$ cat src/sleep_wakeup_timer_table_macros.svh
// ---------------------------------------------------------------------------
// Assertion macros for the sleep/wakeup timer table
// Clocked on i_clk, disabled while i_rst_n is low.
// ---------------------------------------------------------------------------
`ifndef SLEEP_WAKEUP_TIMER_TABLE_MACROS_SVH
`define SLEEP_WAKEUP_TIMER_TABLE_MACROS_SVH

// Same-cycle implication.
`define SWT_ASSERT_IMPL(label, ante, cons) \
    label: assert property (@(posedge i_clk) disable iff (!i_rst_n) (ante) |-> (cons)) \
        else $error("swt assertion failed");

// Next-cycle implication.
`define SWT_ASSERT_NEXT(label, ante, cons) \
    label: assert property (@(posedge i_clk) disable iff (!i_rst_n) (ante) |=> (cons)) \
        else $error("swt assertion failed");

`endif

$ cat src/swt_pkg.sv
// ---------------------------------------------------------------------------
// swt_pkg
// Types and constants shared by the sleep/wakeup timer table.
// ---------------------------------------------------------------------------
package swt_pkg;

    localparam int TABLE_DEPTH_DEF = 16;
    localparam int TIME_W          = 32;
    localparam int THREAD_W        = 8;

    localparam logic CMD_SLEEP = 1'b0;
    localparam logic CMD_TICK  = 1'b1;

    typedef struct packed {
        logic                cmd;
        logic [THREAD_W-1:0] thread_id;
        logic [TIME_W-1:0]   delay_ticks;
        logic                cpu_idle;
        logic                future_interrupts;
    } t_in_item;

    typedef struct packed {
        logic                woke_valid;
        logic [THREAD_W-1:0] woke_thread;
        logic                table_full;
        logic                yield_on_return;
        logic                timer_off;
        logic                last;
    } t_out_item;

endpackage

$ cat src/sleep_wakeup_timer_table.sv
// ---------------------------------------------------------------------------
// sleep_wakeup_timer_table
// Table of sleeping thread ids with wake times, driven by sleep and tick
// transactions.
// ---------------------------------------------------------------------------
// Usage:
//   Input channel (i_in_valid / o_in_ready / i_in_data) takes one command per
//   transaction: sleep stores a thread with wake time = time + delay, tick
//   advances time by one and releases every entry whose time has come.
//   Output channel (o_out_valid / i_out_ready / o_out_data) returns results:
//   a sleep gives one result (table_full on overflow); a tick gives one result
//   per woken thread in entry order, then a closing result with the
//   yield_on_return / timer_off flags. Every command ends on a result with
//   last set.
//   Config channel (i_cfg_valid / o_cfg_ready / i_cfg_data) writes
//   priority_mode; it is always ready.
// Timing:
//   Sleep: one used bit tested per cycle in the free-entry scan. Tick: one
//   RAM entry read per cycle via the single read port. Both stop at an entry
//   with a result while the result register is held. A new command is taken
//   once the previous one has placed its last result in the output register.
// Reset clears the time, the used bits and priority_mode; no clearing pass.
// A stalled receiver holds the result register and stops the sweep at a due entry.
// ---------------------------------------------------------------------------
module sleep_wakeup_timer_table #(
    parameter int TABLE_DEPTH = swt_pkg::TABLE_DEPTH_DEF
) (
    input  logic                i_clk,
    input  logic                i_rst_n,
    input  logic                i_in_valid,
    output logic                o_in_ready,
    input  swt_pkg::t_in_item   i_in_data,
    output logic                o_out_valid,
    input  logic                i_out_ready,
    output swt_pkg::t_out_item  o_out_data,
    input  logic                i_cfg_valid,
    output logic                o_cfg_ready,
    input  logic                i_cfg_data
);

    import swt_pkg::*;

    localparam int IW    = (TABLE_DEPTH > 1) ? $clog2(TABLE_DEPTH) : 1;
    localparam int RAM_W = TIME_W + THREAD_W;

    localparam logic [1:0] ST_IDLE  = 2'd0;
    localparam logic [1:0] ST_SLEEP = 2'd1;
    localparam logic [1:0] ST_TICK  = 2'd2;
    localparam logic [1:0] ST_CLOSE = 2'd3;

    logic [1:0]             r_state, n_state;
    logic [IW-1:0]          r_idx, n_idx;
    logic [TABLE_DEPTH-1:0] r_used, n_used;
    logic [TIME_W-1:0]      r_time, n_time;
    logic                   r_woke, n_woke;
    logic                   r_empty, n_empty;
    logic                   r_prio;
    t_in_item               r_cmd;
    t_out_item              r_out;
    logic                   r_out_valid;

    logic                   in_acc;
    logic                   out_free;
    logic                   emit;
    t_out_item              res;
    logic                   last_idx;
    logic                   ram_we;
    logic [RAM_W-1:0]       ram_wdata;
    logic [RAM_W-1:0]       ram_rdata;
    logic [TIME_W-1:0]      rd_wake;
    logic [THREAD_W-1:0]    rd_thread;

    assign o_in_ready  = (r_state == ST_IDLE);
    assign in_acc      = i_in_valid && o_in_ready;
    assign out_free    = !r_out_valid || i_out_ready;
    assign last_idx    = (r_idx == IW'(TABLE_DEPTH - 1));
    assign ram_wdata   = {r_time + r_cmd.delay_ticks, r_cmd.thread_id};
    assign rd_wake     = ram_rdata[RAM_W-1:THREAD_W];
    assign rd_thread   = ram_rdata[THREAD_W-1:0];
    assign o_cfg_ready = 1'b1;

    // Read address follows the next index, so data for r_idx is ready in
    // the cycle r_idx is current; a stall re-reads the same entry.
    swt_ram #(
        .WIDTH (RAM_W),
        .DEPTH (TABLE_DEPTH)
    ) u_entry_ram (
        .i_clk   (i_clk),
        .i_we    (ram_we),
        .i_waddr (r_idx),
        .i_wdata (ram_wdata),
        .i_raddr (n_idx),
        .o_rdata (ram_rdata)
    );

    always_comb begin
        n_state = r_state;
        n_idx   = r_idx;
        n_used  = r_used;
        n_time  = r_time;
        n_woke  = r_woke;
        n_empty = r_empty;
        emit    = 1'b0;
        ram_we  = 1'b0;
        res     = '0;

        unique case (r_state)
            ST_IDLE: begin
                if (in_acc) begin
                    n_idx = '0;
                    if (i_in_data.cmd == CMD_SLEEP) begin
                        n_state = ST_SLEEP;
                    end else begin
                        n_time  = r_time + TIME_W'(1);
                        n_woke  = 1'b0;
                        n_empty = 1'b1;
                        n_state = ST_TICK;
                    end
                end
            end
            ST_SLEEP: begin
                if (!r_used[r_idx]) begin
                    if (out_free) begin
                        ram_we        = 1'b1;
                        n_used[r_idx] = 1'b1;
                        emit          = 1'b1;
                        res.last      = 1'b1;
                        n_state       = ST_IDLE;
                    end
                end else if (last_idx) begin
                    if (out_free) begin
                        emit           = 1'b1;
                        res.table_full = 1'b1;
                        res.last       = 1'b1;
                        n_state        = ST_IDLE;
                    end
                end else begin
                    n_idx = r_idx + IW'(1);
                end
            end
            ST_TICK: begin
                if (r_used[r_idx] && (rd_wake <= r_time)) begin
                    // hold the sweep until the result register frees up
                    if (out_free) begin
                        emit            = 1'b1;
                        res.woke_valid  = 1'b1;
                        res.woke_thread = rd_thread;
                        n_used[r_idx]   = 1'b0;
                        n_woke          = 1'b1;
                        if (last_idx) begin
                            n_state = ST_CLOSE;
                        end else begin
                            n_idx = r_idx + IW'(1);
                        end
                    end
                end else begin
                    if (r_used[r_idx]) begin
                        n_empty = 1'b0;
                    end
                    if (last_idx) begin
                        n_state = ST_CLOSE;
                    end else begin
                        n_idx = r_idx + IW'(1);
                    end
                end
            end
            ST_CLOSE: begin
                if (out_free) begin
                    emit     = 1'b1;
                    res.last = 1'b1;
                    if (!r_woke && r_empty && r_cmd.cpu_idle) begin
                        res.timer_off = !r_cmd.future_interrupts;
                    end else begin
                        res.yield_on_return = r_prio;
                    end
                    n_state = ST_IDLE;
                end
            end
            default: begin
                n_state = ST_IDLE;
            end
        endcase
    end

    always_ff @(posedge i_clk) begin
        if (!i_rst_n) begin
            r_state     <= ST_IDLE;
            r_idx       <= '0;
            r_used      <= '0;
            r_time      <= '0;
            r_woke      <= 1'b0;
            r_empty     <= 1'b1;
            r_prio      <= 1'b0;
            r_out_valid <= 1'b0;
        end else begin
            r_state <= n_state;
            r_idx   <= n_idx;
            r_used  <= n_used;
            r_time  <= n_time;
            r_woke  <= n_woke;
            r_empty <= n_empty;
            if (i_cfg_valid) begin
                r_prio <= i_cfg_data;
            end
            if (emit) begin
                r_out_valid <= 1'b1;
            end else if (i_out_ready) begin
                r_out_valid <= 1'b0;
            end
        end
    end

    always_ff @(posedge i_clk) begin
        if (in_acc) begin
            r_cmd <= i_in_data;
        end
        if (emit) begin
            r_out <= res;
        end
    end

    assign o_out_valid = r_out_valid;
    assign o_out_data  = r_out;

`include "sleep_wakeup_timer_table_macros.svh"

    `SWT_ASSERT_NEXT(a_tick_advances_time, in_acc && (i_in_data.cmd == CMD_TICK), r_time == $past(r_time) + TIME_W'(1))
    `SWT_ASSERT_NEXT(a_woke_frees_entry, emit && res.woke_valid, !r_used[$past(r_idx)])
    `SWT_ASSERT_NEXT(a_sleep_claims_entry, emit && (r_state == ST_SLEEP) && !res.table_full, r_used[$past(r_idx)])
    `SWT_ASSERT_IMPL(a_no_result_when_idle, r_state == ST_IDLE, !emit)

endmodule

$ cat src/swt_ram.sv
// ---------------------------------------------------------------------------
// swt_ram
// Generic single-clock RAM: one write port, one read port, registered read.
// ---------------------------------------------------------------------------
module swt_ram #(
    parameter int WIDTH = 8,
    parameter int DEPTH = 16,
    localparam int AW   = (DEPTH > 1) ? $clog2(DEPTH) : 1
) (
    input  logic             i_clk,
    input  logic             i_we,
    input  logic [AW-1:0]    i_waddr,
    input  logic [WIDTH-1:0] i_wdata,
    input  logic [AW-1:0]    i_raddr,
    output logic [WIDTH-1:0] o_rdata
);

    logic [WIDTH-1:0] r_mem [DEPTH];
    logic [WIDTH-1:0] r_rdata;

    always_ff @(posedge i_clk) begin
        if (i_we) begin
            r_mem[i_waddr] <= i_wdata;
        end
        r_rdata <= r_mem[i_raddr];
    end

    assign o_rdata = r_rdata;

endmodule
$ cat config.mk
export PLATFORM = sky130hd
export DESIGN_NAME = sleep_wakeup_timer_table
export DESIGN_NICKNAME = d
export VERILOG_FILES = /design/src/swt_pkg.sv /design/src/sleep_wakeup_timer_table.sv /design/src/swt_ram.sv
export VERILOG_INCLUDE_DIRS = /design/src /design/src/src
export SDC_FILE = /design/constraint.sdc
export NUM_CORES = 1
export LEC_CHECK = 0
export ABC_AREA = 1
export CAP_MARGIN = 20
export CORE_MARGIN = 3
export CORE_UTILIZATION = 35
export CTS_CLUSTER_DIAMETER = 120
export DETAILED_ROUTE_END_ITERATION = 7
export DONT_BUFFER_PORTS = 1
export PLACE_DENSITY_LB_ADDON = 0.2
export SETUP_SLACK_MARGIN = 0.5
export SLEW_MARGIN = 0
export SYNTH_ARGS = -nofsm -noshare
export SYNTH_HDL_FRONTEND = slang
export SYNTH_SLANG_ARGS = --single-unit
$ cat constraint.sdc
create_clock -name i_clk -period 4 [get_ports i_clk]
set_input_delay 0.6 -clock i_clk [delete_from_list [all_inputs] [get_ports i_clk]]
set_output_delay 0.6 -clock i_clk [all_outputs]
set_load 0.02 [all_outputs]
# [Word level (Yosys, flattened, before mapping)]
# Memories as Yosys holds them, arrays and structs flattened. A register that Yosys moved wholly into a read port is not among the register bits.
# Cells that the tools add are included.
[totals] word_cells=115 reg_bits=113 memories=1 out_inout_bits=16 in_bits=49 mem_bits_rw=640
[classes] mux=48 n_reduce_logical=23 bitwise_logic=5 n_lt_le_gt_ge=3 addsub=3 eq_ne=14
[memory_table] name="u_entry_ram.r_mem" depth=16 width=40 read_ports=1 rd_ports_with_merged_regs=1 write_ports=1 line="swt_ram.sv:18" rtl="logic [WIDTH-1:0] r_mem [DEPTH];"
[ops] op="$mux 16" count=4
[ops] op="$add 32x1->32 const B" count=1
[ops] op="$add 32x32->32" count=1
[ops] op="$le 32x32->1" count=1
[ops] op="$pmux 16 s2" count=1
[ops] op="$mux 1" count=21
[ops] op="$mux 4" count=5
[ops] op="$and 16x16->16" count=1
[ops] op="$mux 2" count=8
[ops] op="$not 16->16" count=1
[ops] op="$or 16x16->16" count=1
[ops] op="$reduce_and 5->1" count=3
[ops] op="$ne 2x2->1 const B" count=6
[ops] op="$pmux 4 s3" count=1
[ops] op="$reduce_and 3->1" count=4
[ops] op="$mux 9" count=1
[ops] op="$pmux 2 s4" count=1
[ops] op="$ne 3x3->1 const B" count=2
[ops] op="$pmux 1 s2" count=3
[ops] op="$reduce_bool 2->1" count=3
[ops] op="$logic_and 1x1->1" count=5
[ops] op="$lt 4x5->1 const B" count=1
[ops] op="$add 4x1->4 const B" count=1
[ops] op="$bmux 1 s4" count=1
[ops] op="other kinds (13)" count=19

# [Longest topological paths before layout]
[depth] word_depth=9 ltp_mapped=25 depth_no_buf=23

# [Modules after synthesis]
# From an unflattened synthesis, not the netlist that was laid out.
[hier_totals] hier_cells=3662 area_unflattened_um2=36109.6
[by_module_without_submodules] module="swt_ram" seq_area_each_um2=20019.2 cells_per_inst=2643 instances=1 area_per_inst_um2=28290.9
[by_module_without_submodules] module="sleep_wakeup_timer_table" seq_area_each_um2=2812.7 cells_per_inst=1019 instances=1 area_per_inst_um2=7818.7

# [Least setup slack after synthesis]
# OpenSTA, ideal clock, no wires.
[synth_timing] kind="register -> register" from="register, netlist name r_time[5]" to="memory u_entry_ram.r_mem[5][0] in the netlist's numbering, enable pin" stages_incl_launch_ff=20 path_buffers=1 slack_ns=-0.297 t_arrival_ns=3.860 synth_period_minus_slack_ns=4.297 path_cell_list="dfxtp_1 > inv_1 > ha_1 > a21oi_1 > nor2_1 > nor2_1 > nand2_1 > nand2_1 > nand2_1 > nand2_1 > nand2_1 > nand2_1 > nand2_1 > nor2_1 > nand2_1 > inv_1 > o21a_1 > buf_2 > nand3_1 > nor2_1"
[synth_lines] item="end, declared" line="swt_ram.sv:18"

# [Final worst setup path]
[layout_timing] from="register r_time[25]" to="register u_entry_ram.r_rdata[28], in the netlist u_entry_ram.o_rdata[28] (read register of u_entry_ram.r_mem)"
[layout_via] elab_chain_cells=4
[layout_rtl] item="start, declared" line="sleep_wakeup_timer_table.sv:54" rtl="logic [TIME_W-1:0] r_time, n_time;"
[layout_rtl] item="start signal, assigned" line="sleep_wakeup_timer_table.sv:199" rtl="r_time <= n_time;"
[layout_rtl] item="$le 32x32->1" line="sleep_wakeup_timer_table.sv:142" rtl="if (r_used[r_idx] && (rd_wake <= r_time)) begin"
[layout_rtl] item="$logic_and 1x1->1" line="sleep_wakeup_timer_table.sv:142"
[layout_rtl] item="$mux 4" line="sleep_wakeup_timer_table.sv:142"
[layout_rtl] item="$pmux 4 s3" line="sleep_wakeup_timer_table.sv:107" rtl="unique case (r_state)"
[layout_rtl] item="end, declared" line="swt_ram.sv:19" rtl="logic [WIDTH-1:0] r_rdata;"
# Every way passes these cells.
# A chain may end at the register's enable or synchronous reset.

==> impl_metrics.csv <==
group,metric,value,unit
clock_tree,numClockSinks,793,
synth,synthMuxAreaShare,0,
grt,grt_pass1_vias,24900,
synth,synth_compound_area_frac,0.02516,
placed_design,gp_congestion,0.8835,
floorplan,pin_count,65,
layout,drive_above_1_share,0.08858,
worst_setup_path,path_max_fanout,28,
drt,avgViaCountPerCell,5.156,
synth,yosysWarnings,0,
sta,fin_crit,3.346,ns
power,power_density,667.3,nW/µm²
sta,whs,0.04422,ns
floorplan,dieArea,109000,µm²
power,p_leak,0.01756,µW
floorplan,rows,118,
grt,grt_max_degree,113,
synth,synthSimpleGateAreaFrac,0.2129,
run_status,status,"finished with violations",
clock_tree,cts_tree,"built",
drt,drc,3,
worst_setup_path,end_kind,"flip-flop",
synth,ys_seq_elements,793,
sta,fin_crit_sh,0.8365,
worst_setup_path,crit_required,4.52,ns
synth,yosysTopAreaCellShare,0.5672,
run,drv_cap,0,
grt,antenna_found_initial,6,
clock_tree,cts_root_buffer,"clkbuf_16",
synth,ys_types,40,
drt,drt_iter0_drc,2420,
clock_tree,htreeDepth,3,
layout,syn_to_final_growth,15.79,%
synth,synth_xor_area_frac,0.01024,
sta,slew_headroom,0.2267,
placed_design,port_buffers,0,
power,ir_worst_vdd,0.3686,mV
synth,synth_top_cell_by_area,"edfxtp_1",
floorplan,die_x,330.2,µm
synth,synth_area,36790,µm²
layout,design_area,42600,µm²
layout,layout.nets,3840,
drt,routed_wl,114400,µm
synth,yosysSeqAreaShare,0.6206,
grt,grt_usage,0.1987,
synth,syn_area_per_cell,9.968,µm²
synth,syn_inst,3691,
worst_setup_path,start_kind,"flip-flop",
clock_tree,clk_latency,0.65,ns
synth,synthTopCellsByArea,"edfxtp_1 (57%), nand3_1 (8.1%), inv_1 (7.8%)",
sta,finalClockSkew,0.02380,ns
sta,rsz0062_at_grt,"yes",
grt,grt_pass1_wl,163100,µm
sta,slew_violations,0,
floorplan,core,103900,µm²
layout,diodes,0,
drt,dr.pass1.iters,8,
placed_design,hpwl,61300,µm
clock_tree,clk_path_buf_depth,3,
min_path,holdCritPathClass,"in2reg",
synth,synth_top_family_by_area,"simple AND/OR/NAND/NOR gates",
grt,overflow,0,
synth,synth_nets,3809,
run_status,violations,"DRC",
synth,synth_fa_ha_area_frac,0.02367,
drt,vias,26670,
sta,max_slew.worst_pin.slew,1.154,ns
sta,setup_viol,0,
clock_tree,ctsHoldBuffers,0,
placed_design,placed_cell_area,39150,µm²
clock_tree,cts.clk_slew.worst_paths,0.06,ns
sta,hold_violations,0,
worst_setup_path,crit_arrival,3.87,ns
sta,clock.fmax,298.9,MHz
drt,antenna_left,0,
floorplan,die_h,330.2,µm
floorplan,initial_core_util,0.3540,
clock_tree,cts-buffers-inserted,85,
worst_setup_path,worstSetupPathType,"reg2reg",
drt,post_drt_wl_per_cell,22.12,µm
==> cell usage in the layout, fill, tap and decap left out, drive strengths merged, types with 2 or more instances in the layout <==
cell / Yosys / final
buf: 161 / 146
clkbuf: 55 / 132
bufinv: 0 / 4
nand4: 338 / 338
edfxtp: 695 / 695
a211oi: 2 / 2
nor3b: 4 / 4
nand3: 597 / 598
o21bai: 2 / 2
nor3: 25 / 25
nor4: 11 / 11
nand2: 530 / 530
nand3b: 3 / 3
a21boi: 3 / 3
inv: 773 / 776
xnor2: 11 / 11
a31oi: 3 / 3
clkinv: 0 / 31
ha: 68 / 68
a221oi: 3 / 3
nor2: 120 / 120
dfxtp: 98 / 98
a21oi: 82 / 82
o211ai: 3 / 3
o21ai: 57 / 57
a21o: 2 / 2
o21a: 10 / 10
xor2: 32 / 32
==> registers in the layout, summed over array words and instances (netlist names), 2 cells and up, named ones only <==
signal and cells:
o_out_data 13, r_cmd 42, r_idx 4, r_state 2, r_time 32, u_entry_ram.o_rdata 40, u_entry_ram.r_mem 640
==> critical path, cell delays in order (launching register included) <==
cell and delay [ns]:
dfxtp_1 0.40, inv_1 0.10, ha_1 0.32, a21oi_1 0.15
o21ai_0 0.09, nand2_1 0.06, nand2_1 0.07, nor2_1 0.16
nand2_1 0.12, nand2_4 0.12, nand2_2 0.10, o21ai_0 0.16
nand3_1 0.09, nand3b_1 0.25, buf_4 0.21, buf_6 0.40
nand3_1 0.16, nand3_1 0.15, nand2_1 0.11
==> routing by layer <==
layer  up-vias  global-route usage  part of all wire
met5         -                   0           0.00011
met4         2             0.05170             0.023
met3       150             0.02665             0.060
met2       869              0.3201              0.46
met1     13060              0.2825              0.45
li1      12590                   -                 -
==> cells in the mapped netlist (all sizes together) <==
library cell / instances
a211oi: 2
a21boi: 3
a21o: 2
a21oi: 82
a221oi: 3
a31oi: 3
buf: 161
clkbuf: 55
conb: 1
dfxtp: 98
edfxtp: 695
fa: 1
ha: 68
inv: 773
nand2: 530
nand3: 597
nand3b: 3
nand4: 338
nor2: 120
nor3: 25
nor3b: 4
nor4: 11
o2111ai: 1
o211ai: 3
o21a: 10
o21ai: 57
o21bai: 2
xnor2: 11
xor2: 32
==> timing repair <==
action	4_1_cts	5_1_grt
resized for setup	6	45
endpoints found under the setup margin	99	575
pin swaps	2	7
buffers inserted	2	15
cloned	0	18
==> path summary, 6_finish.rpt <==
path	cells after the start	from	end	slack [ns]
max	18	r_time[25]$_SDFFE_PN0P_	u_entry_ram.o_rdata[28]$_DFF_P_	0.65
min	0	i_in_data[11]	r_cmd[11]$_DFFE_PP_	0.04
max reg2reg	18	r_time[25]$_SDFFE_PN0P_	u_entry_ram.o_rdata[28]$_DFF_P_	0.65
min reg2reg	2	flip-flop	flip-flop	0.47
==> final cells by class <==
cell class                      count  area, µm²
Clock buffer                      119       2420
Clock inverter                     39      294.0
Fill cell                       10000      61340
Inverter                          773       2904
Multi-Input combinational cell   1910      10200
Sequential cell                   793      22840
Tap cell                         1380       1727
Timing Repair Buffer              159       2216
==> where the power goes <==
group	switching, µW	internal (µW)	total [µW]
Combinational	6980	3290	10300
Sequential	413	10000	10400
Clock	3270	4470	7740
==> cells by family after synthesis <==
logic type	Yosys count
AOI/OAI and AO/OA	168
adders and majority gates	69
buffers and inverters	989
DFF	793
xor gates and xnor gates	43
other	1
and+or+nand+nor	1628
==> through the flow <==
stage / power, µW / instances / util / setup slack [ns] / TNS (ns)
after floorplan: 16790 / 3691 / - / -0.1042 / -8.334
after global placement: 20160 / 4978 / 0.3765 / 0.3247 / 0
after detailed placement: 20180 / 4980 / 0.3767 / 0.2971 / 0
after CTS: 27970 / 5140 / 0.4032 / 0.4546 / 0
after global routing: 29940 / 5173 / 0.4099 / 0.4169 / 0
final: 28430 / 5173 / 0.4099 / 0.6542 / 0
No activity file was read; power rests on OpenSTA's default activity.
